$ cat config.mk
export PLATFORM = sky130hd
export DESIGN_NAME = bts_addr_gen
export DESIGN_NICKNAME = d
export VERILOG_FILES = /design/src/rtl/core/bts_pkg.sv /design/src/rtl/core/bts_addr_gen.sv
export SDC_FILE = /design/constraint.sdc
export NUM_CORES = 1
export LEC_CHECK = 0
export BUFFER_PORTS_ARGS = -buffer_cell sky130_fd_sc_hd__buf_2
export CAP_MARGIN = 25
export CORE_UTILIZATION = 50
export CTS_CLUSTER_SIZE = 12
export DETAILED_ROUTE_END_ITERATION = 10
export GPL_TIMING_DRIVEN = 1
export PLACE_DENSITY = 0.69
export REMOVE_ABC_BUFFERS = 1
export SYNTH_ARGS = -nofsm -noshare
export SYNTH_HDL_FRONTEND = slang
export SYNTH_SLANG_ARGS = --single-unit
$ cat constraint.sdc
create_clock -name clk -period 19.8 [get_ports clk]
set_input_delay 0.99 -clock clk [delete_from_list [all_inputs] [get_ports clk]]
set_output_delay 0.99 -clock clk [all_outputs]
set_load 0.005 [all_outputs]
$ cat src/rtl/core/bts_pkg.sv
package bts_pkg;

  localparam int MAX_TEXELS_DEF    = 16384;
  localparam int FRACTION_BITS_DEF = 16;

  localparam int SIDE_W  = 8;   // width of a size register
  localparam int POS_W   = 7;   // texel column or row, 0..127
  localparam int IDX_W   = 14;  // row-major texel index
  localparam int CH_W    = 8;
  localparam int NUM_CH  = 3;
  localparam int TEXEL_W = CH_W * NUM_CH;
  localparam int CFG_AW  = 3;
  localparam int CFG_DW  = 32;

  localparam logic [SIDE_W-1:0] MAX_SIDE = 8'd128;

  // operation codes
  localparam logic OP_WRITE  = 1'b0;
  localparam logic OP_SAMPLE = 1'b1;

  // register select, taken from paddr[2]
  localparam logic REG_TEX_WIDTH  = 1'b0;
  localparam logic REG_TEX_HEIGHT = 1'b1;

  // texel read slots within one sample
  localparam logic [1:0] TAP_TL = 2'd0;
  localparam logic [1:0] TAP_TR = 2'd1;
  localparam logic [1:0] TAP_BL = 2'd2;
  localparam logic [1:0] TAP_BR = 2'd3;

  typedef struct packed {
    logic               op;
    logic [IDX_W-1:0]   texel_address;
    logic [CH_W-1:0]    texel_red;
    logic [CH_W-1:0]    texel_green;
    logic [CH_W-1:0]    texel_blue;
    logic signed [31:0] coord_u;
    logic signed [31:0] coord_v;
  } bts_in_t;

  typedef struct packed {
    logic [CH_W-1:0] out_red;
    logic [CH_W-1:0] out_green;
    logic [CH_W-1:0] out_blue;
  } bts_out_t;

  // tag travelling with a texel read
  typedef struct packed {
    logic       valid;
    logic [1:0] tap;
  } rd_tag_t;

  // zero behaves as 1, anything above 128 as 128
  function automatic logic [SIDE_W-1:0] side_used(input logic [SIDE_W-1:0] raw);
    logic [SIDE_W-1:0] s;
    begin
      if (raw == '0) begin
        s = 8'd1;
      end else if (raw > MAX_SIDE) begin
        s = MAX_SIDE;
      end else begin
        s = raw;
      end
      return s;
    end
  endfunction

endpackage

$ cat src/rtl/core/bts_addr_gen.sv
module bts_addr_gen import bts_pkg::*; #(
  parameter int MAX_TEXELS    = MAX_TEXELS_DEF,
  parameter int FRACTION_BITS = FRACTION_BITS_DEF,
  localparam int AW = (MAX_TEXELS > 1) ? $clog2(MAX_TEXELS) : 1
) (
  input  logic                     clk,
  input  logic                     rst_n,
  input  logic                     start,
  input  bts_in_t                  in_data,
  output logic                     busy,
  input  logic [SIDE_W-1:0]        tex_w,
  input  logic [SIDE_W-1:0]        tex_h,
  output logic                     ram_we,
  output logic [AW-1:0]            ram_addr,
  output logic [TEXEL_W-1:0]       ram_wdata,
  output rd_tag_t                  iss_tag,
  output logic [FRACTION_BITS-1:0] iss_wx,
  output logic [FRACTION_BITS-1:0] iss_wy
);

  localparam int FB   = FRACTION_BITS;
  localparam int PW   = FB + SIDE_W;
  localparam int CMPW = ((AW > IDX_W) ? AW : IDX_W) + 1;

  // stage 1: scaled positions
  logic               s1_v_r, s1_v_nxt;
  logic               s1_op_r;
  logic [IDX_W-1:0]   s1_addr_r;
  logic [TEXEL_W-1:0] s1_texel_r;
  logic [PW-1:0]      s1_pu_r, s1_pv_r;

  // stage 2: neighbours, row bases, weights
  logic               s2_v_r, s2_v_nxt;
  logic               s2_op_r;
  logic [IDX_W-1:0]   s2_addr_r;
  logic [TEXEL_W-1:0] s2_texel_r;
  logic [POS_W-1:0]   s2_x0_r, s2_x1_r;
  logic [IDX_W-1:0]   s2_row0_r, s2_row1_r;
  logic [FB-1:0]      s2_wx_r, s2_wy_r;

  // sequencer: memory port owner
  logic               sq_v_r, sq_v_nxt;
  logic [1:0]         sq_cnt_r, sq_cnt_nxt;
  logic               sq_op_r;
  logic [IDX_W-1:0]   sq_addr_r;
  logic [TEXEL_W-1:0] sq_texel_r;
  logic [POS_W-1:0]   sq_x0_r, sq_x1_r;
  logic [IDX_W-1:0]   sq_row0_r, sq_row1_r;
  logic [FB-1:0]      sq_wx_r, sq_wy_r;

  logic sq_done, sq_free, s2_go, s2_free, s1_go, s1_free, accept;

  logic [PW-1:0]       pu, pv;
  logic [POS_W-1:0]    x0, y0, x1, y1;
  logic [2*SIDE_W-1:0] row0_full, row1_full;
  logic [IDX_W-1:0]    row_sel, tex_idx;
  logic [POS_W-1:0]    col_sel;
  logic [AW-1:0]       rd_addr;
  logic                wr_in_range;

  // handshake chain
  always_comb begin
    sq_done = sq_v_r & ((sq_op_r == OP_WRITE) | (sq_cnt_r == TAP_BR));
    sq_free = ~sq_v_r | sq_done;
    s2_go   = s2_v_r & sq_free;
    s2_free = ~s2_v_r | sq_free;
    s1_go   = s1_v_r & s2_free;
    s1_free = ~s1_v_r | s2_free;
    accept  = start & s1_free;
    busy    = ~s1_free;

    s1_v_nxt   = accept ? 1'b1 : (s1_go ? 1'b0 : s1_v_r);
    s2_v_nxt   = s1_go ? 1'b1 : (s2_go ? 1'b0 : s2_v_r);
    sq_v_nxt   = s2_go ? 1'b1 : (sq_done ? 1'b0 : sq_v_r);
    sq_cnt_nxt = s2_go ? TAP_TL : ((sq_v_r & ~sq_done) ? sq_cnt_r + 2'd1 : sq_cnt_r);
  end

  always_ff @(posedge clk) begin
    if (!rst_n) begin
      s1_v_r   <= 1'b0;
      s2_v_r   <= 1'b0;
      sq_v_r   <= 1'b0;
      sq_cnt_r <= TAP_TL;
    end else begin
      s1_v_r   <= s1_v_nxt;
      s2_v_r   <= s2_v_nxt;
      sq_v_r   <= sq_v_nxt;
      sq_cnt_r <= sq_cnt_nxt;
    end
  end

  // fraction times size
  always_comb begin
    pu = PW'(in_data.coord_u[FB-1:0]) * PW'(tex_w);
    pv = PW'(in_data.coord_v[FB-1:0]) * PW'(tex_h);
  end

  always_ff @(posedge clk) begin
    if (accept) begin
      s1_op_r    <= in_data.op;
      s1_addr_r  <= in_data.texel_address;
      s1_texel_r <= {in_data.texel_red, in_data.texel_green, in_data.texel_blue};
      s1_pu_r    <= pu;
      s1_pv_r    <= pv;
    end
  end

  // position < size <= 128, so seven bits hold it
  always_comb begin
    x0 = s1_pu_r[FB +: POS_W];
    y0 = s1_pv_r[FB +: POS_W];
    x1 = ((SIDE_W'(x0) + 8'd1) == tex_w) ? '0 : x0 + 7'd1;
    y1 = ((SIDE_W'(y0) + 8'd1) == tex_h) ? '0 : y0 + 7'd1;
    row0_full = (2*SIDE_W)'(y0) * (2*SIDE_W)'(tex_w);
    row1_full = (2*SIDE_W)'(y1) * (2*SIDE_W)'(tex_w);
  end

  always_ff @(posedge clk) begin
    if (s1_go) begin
      s2_op_r    <= s1_op_r;
      s2_addr_r  <= s1_addr_r;
      s2_texel_r <= s1_texel_r;
      s2_x0_r    <= x0;
      s2_x1_r    <= x1;
      s2_row0_r  <= row0_full[IDX_W-1:0];
      s2_row1_r  <= row1_full[IDX_W-1:0];
      s2_wx_r    <= s1_pu_r[FB-1:0];
      s2_wy_r    <= s1_pv_r[FB-1:0];
    end
  end

  always_ff @(posedge clk) begin
    if (s2_go) begin
      sq_op_r    <= s2_op_r;
      sq_addr_r  <= s2_addr_r;
      sq_texel_r <= s2_texel_r;
      sq_x0_r    <= s2_x0_r;
      sq_x1_r    <= s2_x1_r;
      sq_row0_r  <= s2_row0_r;
      sq_row1_r  <= s2_row1_r;
      sq_wx_r    <= s2_wx_r;
      sq_wy_r    <= s2_wy_r;
    end
  end

  // tap order: top-left, top-right, bottom-left, bottom-right
  always_comb begin
    row_sel = sq_cnt_r[1] ? sq_row1_r : sq_row0_r;
    col_sel = sq_cnt_r[0] ? sq_x1_r : sq_x0_r;
    tex_idx = row_sel + IDX_W'(col_sel);
    if (CMPW'(tex_idx) >= CMPW'(MAX_TEXELS)) begin
      rd_addr = AW'(MAX_TEXELS - 1);
    end else begin
      rd_addr = AW'(tex_idx);
    end
    wr_in_range = CMPW'(sq_addr_r) < CMPW'(MAX_TEXELS);

    ram_we    = sq_v_r & (sq_op_r == OP_WRITE) & wr_in_range;
    ram_addr  = (sq_op_r == OP_WRITE) ? AW'(sq_addr_r) : rd_addr;
    ram_wdata = sq_texel_r;

    iss_tag.valid = sq_v_r & (sq_op_r == OP_SAMPLE);
    iss_tag.tap   = sq_cnt_r;
    iss_wx        = sq_wx_r;
    iss_wy        = sq_wy_r;
  end

endmodule

# Word-level counts from Yosys, hierarchy flattened
# Cells that the tools add are included.
# W data, S select, Z words.
[op_classes]
n_eq_ne = 3
addsub = 6
mux = 10
bitwise_logic = 18
multipliers = 4
reduce_logical = 4
[ops]
columns = ["operator", "n"]
rows = [
  ["$mul A16 B8 Y23", 2],
  ["$mul A7 B8 Y14", 2],
  ["$mux W14", 2],
  ["$add A7 B1 Y8 const B", 2],
  ["$eq A8 B8 Y1", 2],
  ["$add A14 B7 Y14", 1],
  ["$add A7 B1 Y7 const B", 2],
  ["$mux W7", 2],
  ["$and A1 B1 Y1", 7],
  ["$not A1 Y1", 7],
  ["$mux W1", 6],
  ["$reduce_bool A2 Y1", 3],
  ["$or A1 B1 Y1", 4],
  ["$add A2 B1 Y2 const B", 1],
  ["$eq A2 B2 Y1 const B", 1],
  ["$reduce_or A2 Y1", 1],
]
[totals]
ff_bits = 316

# Depth between registers and ports, before layout
[depth]
depth_word = 8
ltp_mapped = 23
ltp_nobuf = 23

# Worst setup path before layout
# Ideal clock, no wire load.
[synth_timing]
path_kind = "register to register"
start = "register sq_op_r"
end = "register s2_addr_r[0] (enable)"
path_buffers = 1
path_slack_ps = 9955
setup_time_ps = 757
period_less_slack_ps = 9845
t_arrival_ps = 9088
stages_incl_launch_ff = 5
cell_sequence = "edfxtp_1 and2_1 nor2b_1 clkbuf_1 a21boi_0"
[synth_between]
elab_chain_cells = 6
[synth_lines]
columns = ["element", "line", "text"]
rows = [
  ["from (decl)", "bts_addr_gen.sv:44", "logic sq_op_r;"],
  ["from (signal assigned)", "bts_addr_gen.sv:134", "sq_op_r <= s2_op_r;"],
  ["$not A1 Y1", "--", ""],
  ["$or A1 B1 Y1", "bts_addr_gen.sv:63", "sq_done = sq_v_r & ((sq_op_r == OP_WRITE) | (sq_cnt_r == TAP_BR));"],
  ["$and A1 B1 Y1", "bts_addr_gen.sv:63", ""],
  ["$or A1 B1 Y1", "bts_addr_gen.sv:64", "sq_free = ~sq_v_r | sq_done;"],
  ["$or A1 B1 Y1", "bts_addr_gen.sv:66", "s2_free = ~s2_v_r | sq_free;"],
  ["$and A1 B1 Y1", "bts_addr_gen.sv:67", "s1_go = s1_v_r & s2_free;"],
  ["named net s1_go", "bts_addr_gen.sv:51", "logic sq_done, sq_free, s2_go, s2_free, s1_go, s1_free, accept;"],
  ["to (signal assigned)", "bts_addr_gen.sv:121", "s2_addr_r <= s1_addr_r;"],
  ["to (decl)", "bts_addr_gen.sv:35", "logic [IDX_W-1:0] s2_addr_r;"],
]
# The timed path passes the listed nets, and every way through them passes these cells.
# A chain may end at the register's enable or synchronous reset.

# Final worst setup path
[layout_timing]
start = "register s1_pv_r[16]"
end = "register s2_row1_r[12] (data pin)"
[layout_between]
elab_chain_cells = 4
word_cells_on_any_way = 5
classes_between = "add/sub (2); mul (1); eq/ne (1); mux (1)"
[layout_lines]
columns = ["element", "line", "text"]
rows = [
  ["from (decl)", "bts_addr_gen.sv:30", "logic [PW-1:0] s1_pu_r, s1_pv_r;"],
  ["from (signal assigned)", "bts_addr_gen.sv:104", "s1_pv_r <= pv;"],
  ["$add A7 B1 Y8", "bts_addr_gen.sv:113", "y1 = ((SIDE_W'(y0) + 8'd1) == tex_h) ? '0 : y0 + 7'd1;"],
  ["$eq A8 B8 Y1", "bts_addr_gen.sv:113", ""],
  ["$mux W7 (*)", "bts_addr_gen.sv:113", ""],
  ["$mul A7 B8 Y14 (*)", "bts_addr_gen.sv:115", "row1_full = (2*SIDE_W)'(y1) * (2*SIDE_W)'(tex_w);"],
  ["named net row1_full[12]", "bts_addr_gen.sv:55", "logic [2*SIDE_W-1:0] row0_full, row1_full;"],
  ["to (signal assigned)", "bts_addr_gen.sv:126", "s2_row1_r <= row1_full[IDX_W-1:0];"],
  ["to (decl)", "bts_addr_gen.sv:38", "logic [IDX_W-1:0] s2_row0_r, s2_row1_r;"],
]
# The timed path passes the listed nets; every way through them passes the cells marked *.

==> flow_summary.yaml <==
run_status:
  status: "complete, no violations"
power_and_ir_drop:
  peakVddDrop_mv: 0.215
  power.switching_mw: 1.74
  comb_power_share_pct: 60.6
  p_int_mw: 2.52
  clkPwrFrac_pct: 14.0
  p_sw_share_pct: 40.8
  seq_power_share_pct: 25.5
  p_leak_nw: 10.3
  power_density_nw_per_um2: 175
  total_power_mw: 4.27
layout:
  area_growth_pct: 11.4
  drive_above_1_share_pct: 12.8
  fin_nets: 2453
  fillCellCount: 3628
  fin_area_sq_um: 24400
logic_synthesis:
  ys_async_sr_fraction_pct: 0
  yosysUniqueCellTypes: 64
  synth_warnings: 0
  yosysMostFrequentCell: "edfxtp_1"
  yosysTopAreaCellShare_pct: 42.6
  ys_ff_latch: 316
  netlist_instances: 1794
  synth_edf_count: 311
  synth.avg_cell_area_sq_um: 12.2
  ys.flop_type: "edfxtp_1"
  netlist_area_sq_um: 21900
  yosysTopAreaCell: "edfxtp_1"
  synth_area_leaders: "edfxtp_1, fa_1, ha_1"
  synthTopCellsByCount: "edfxtp_1, inv_1, fa_1"
  ys_seq_area_share_pct: 43.1
floorplanning:
  rows: 76
  die_h_microns: 211
  dieArea_sq_um: 44600
  io_pins: 197
  core_sq_um: 43200
  die-width_microns: 211
  start_util_pct: 50.7
worst_setup_path:
  timing.rr.start: "s1_pv_r[16]"
  startpoint: "s1_pv_r[16]"
  critPathCaptureType: "flip-flop"
  critPathKind: "reg -> reg"
  worstSetupStartpointType: "flip-flop"
  path_max_fanout: 14
  critPathArrivalTime_ps: 6840
  crit_required_ps: 20200
  r2r_cells: 23
  endpoint: "s2_row1_r[12]"
  reg2reg_slack_ps: 13360
  worstReg2RegEnd: "s2_row1_r[12]"
timing:
  setup_viol: 0
  fin_skew_ps: 23.5
  final_hold_viol_count: 0
  slew_violations: 0
  whs_ps: 410
  grt_setup_unrepaired: "false"
  final.setup.tns_ps: 0
  worst_pin_slew_ps: 944
  fin_crit_ps: 6440
  timing.final.crit_share_pct: 32.5
  timing.fmax_mhz: 155
  relSlewSlack_pct: 37.0
routing:
  drt-pass1-iter-count: 7
  wl_mm: 41.9
  drc: 0
  ant_nets: 0
  num_vias: 13300
  first_iter_violations: 753
  wl_per_cell_microns: 16.4
  avgViaCountPerCell: 5.21
clock_network:
  cts_buffers: 35
  postCtsSetupBuffers: 0
  post_cts_resized: 0
  cts_buffer_depth: 3
  cts_tree: "yes"
  worstSkewPairLatency_ps: 540
  cts_root_buf: "clkbuf_16"
  clk_pin_slew_ps: 60
  clock-sinks: 316
  hold_buffers: 0
  htree_levels: 2
worst_hold_path:
  hold_class: "reg -> reg"
run:
  drv_cap: 0
global_route:
  grt_pass1_wl_mm: 70.1
  grtUsageTotal_pct: 19.8
  grt_max_degree: 66
  antenna_found_initial: 1
  gr-total-overflow: 0
  grt_pass1_vias: 14200
place:
  placed_area_sq_um: 23300
  portBuffers: 164
  gp_congestion: 0.880
  hpwl_mm: 30.5
## how the worst min path moves through the flow
stage	startpoint	end	slack (ps)	cells past startpoint
6_report	s2_wy_r[5]	iss_wy[5]	410	0
5_1_grt	s1_texel_r[13]	s2_texel_r[13]	420	0
4_1_cts	s2_wy_r[5]	iss_wy[5]	410	0
3_5_place_dp	s2_wx_r[5]	iss_wx[5]	400	0
3_3_place_gp	s2_texel_r[9]	ram_wdata[9]	400	0
2_1_floorplan	s2_wx_r[0]	iss_wx[0]	400	0
## worst max-delay path: stages, from the launching register on
cell       delay (ps)
edfxtp_1          750
ha_1              360
xor3_1            240
nor3_1            190
o2111ai_1         190
nor2b_1           190
and2_2            250
nor2_2            110
and2_1            190
fa_1              560
inv_1              60
fa_1              480
inv_1              60
fa_1              530
inv_1              50
fa_1              520
inv_1              40
ha_1              350
inv_1              80
o21bai_1           70
a21oi_1           270
o21ai_0           240
or4_1             440
nand4_1           100
## per-layer routing
metal | up-vias | share of wire [%] | global-route usage, % | routed length (microns)
met1 | 6671 | 42 | 24.9 | 17500
met2 | 320 | 51 | 35.4 | 21300
met5 | - | 0 | 0 | 0
met4 | 0 | 2.4 | 5.77 | 991
met3 | 65 | 4.8 | 2.65 | 2020
li1 | 6275 | - | - | -
## per-stage QoR
step | cells | utilization, % | worst slack, ps
after CTS | 2558 | 56.5 | 13380
after global routing | 2559 | 56.5 | 13020
final | 2559 | 56.5 | 13360
after floorplan | 1744 | - | 9740
after global placement | 2500 | 54.1 | 13130
after detailed placement | 2500 | 54.1 | 12940
## cells by family after synthesis
family,after synthesis,share of synthesized area [%]
compound gates,140,4.20
buf+inv,275,4.73
simple gates,555,12.9
fa+ha+maj,379,29.3
mux,32,1.59
xor+xnor,97,4.21
flops,316,43.1
## power groups by stage
stage	clock network (mW)	logic, mW	registers, mW
6_report	0.596	2.58	1.09
5_1_grt	0.637	2.98	1.10
4_1_cts	0.615	2.61	1.09
3_5_place_dp	0	2.58	1.10
3_3_place_gp	0	2.50	1.09
2_1_floorplan	0	2.04	1.08
## cell usage in the layout, fill, tap and decap left out, types with 18 or more instances in the layout
| cell | count |
|---|---|
| ha_1 | 156 |
| nand2_1 | 220 |
| xor2_1 | 29 |
| a21oi_1 | 47 |
| nor2_1 | 34 |
| clkbuf_16 | 35 |
| nor3_1 | 18 |
| and2_1 | 180 |
| buf_2 | 164 |
| o21ai_0 | 22 |
| fa_1 | 223 |
| nand3_1 | 20 |
| edfxtp_1 | 311 |
| inv_1 | 225 |
| xnor2_1 | 63 |
| mux2_2 | 22 |
| nor2b_1 | 24 |
## cell type report
cell class	count	area, sq um	area share (%)
Tap cell	585	732	3.00
Clock inverter	13	134	0.549
Multi-Input combinational cell	1203	11500	47.0
Inverter	225	845	3.46
Timing Repair Buffer	171	873	3.58
Antenna cell	1	2.50	0.0103
Sequential cell	316	9440	38.7
Clock buffer	45	913	3.74
## state kept, by name (all words and copies together), names as in the netlist, 16 cells and up
register and flops:
ram_wdata 24, s2_wy_r 16, s1_pu_r 23, s1_pv_r 23
iss_wy 16, s2_wx_r 16, s1_texel_r 24, iss_wx 16
s2_texel_r 24
(Power assumes the default switching activity.)
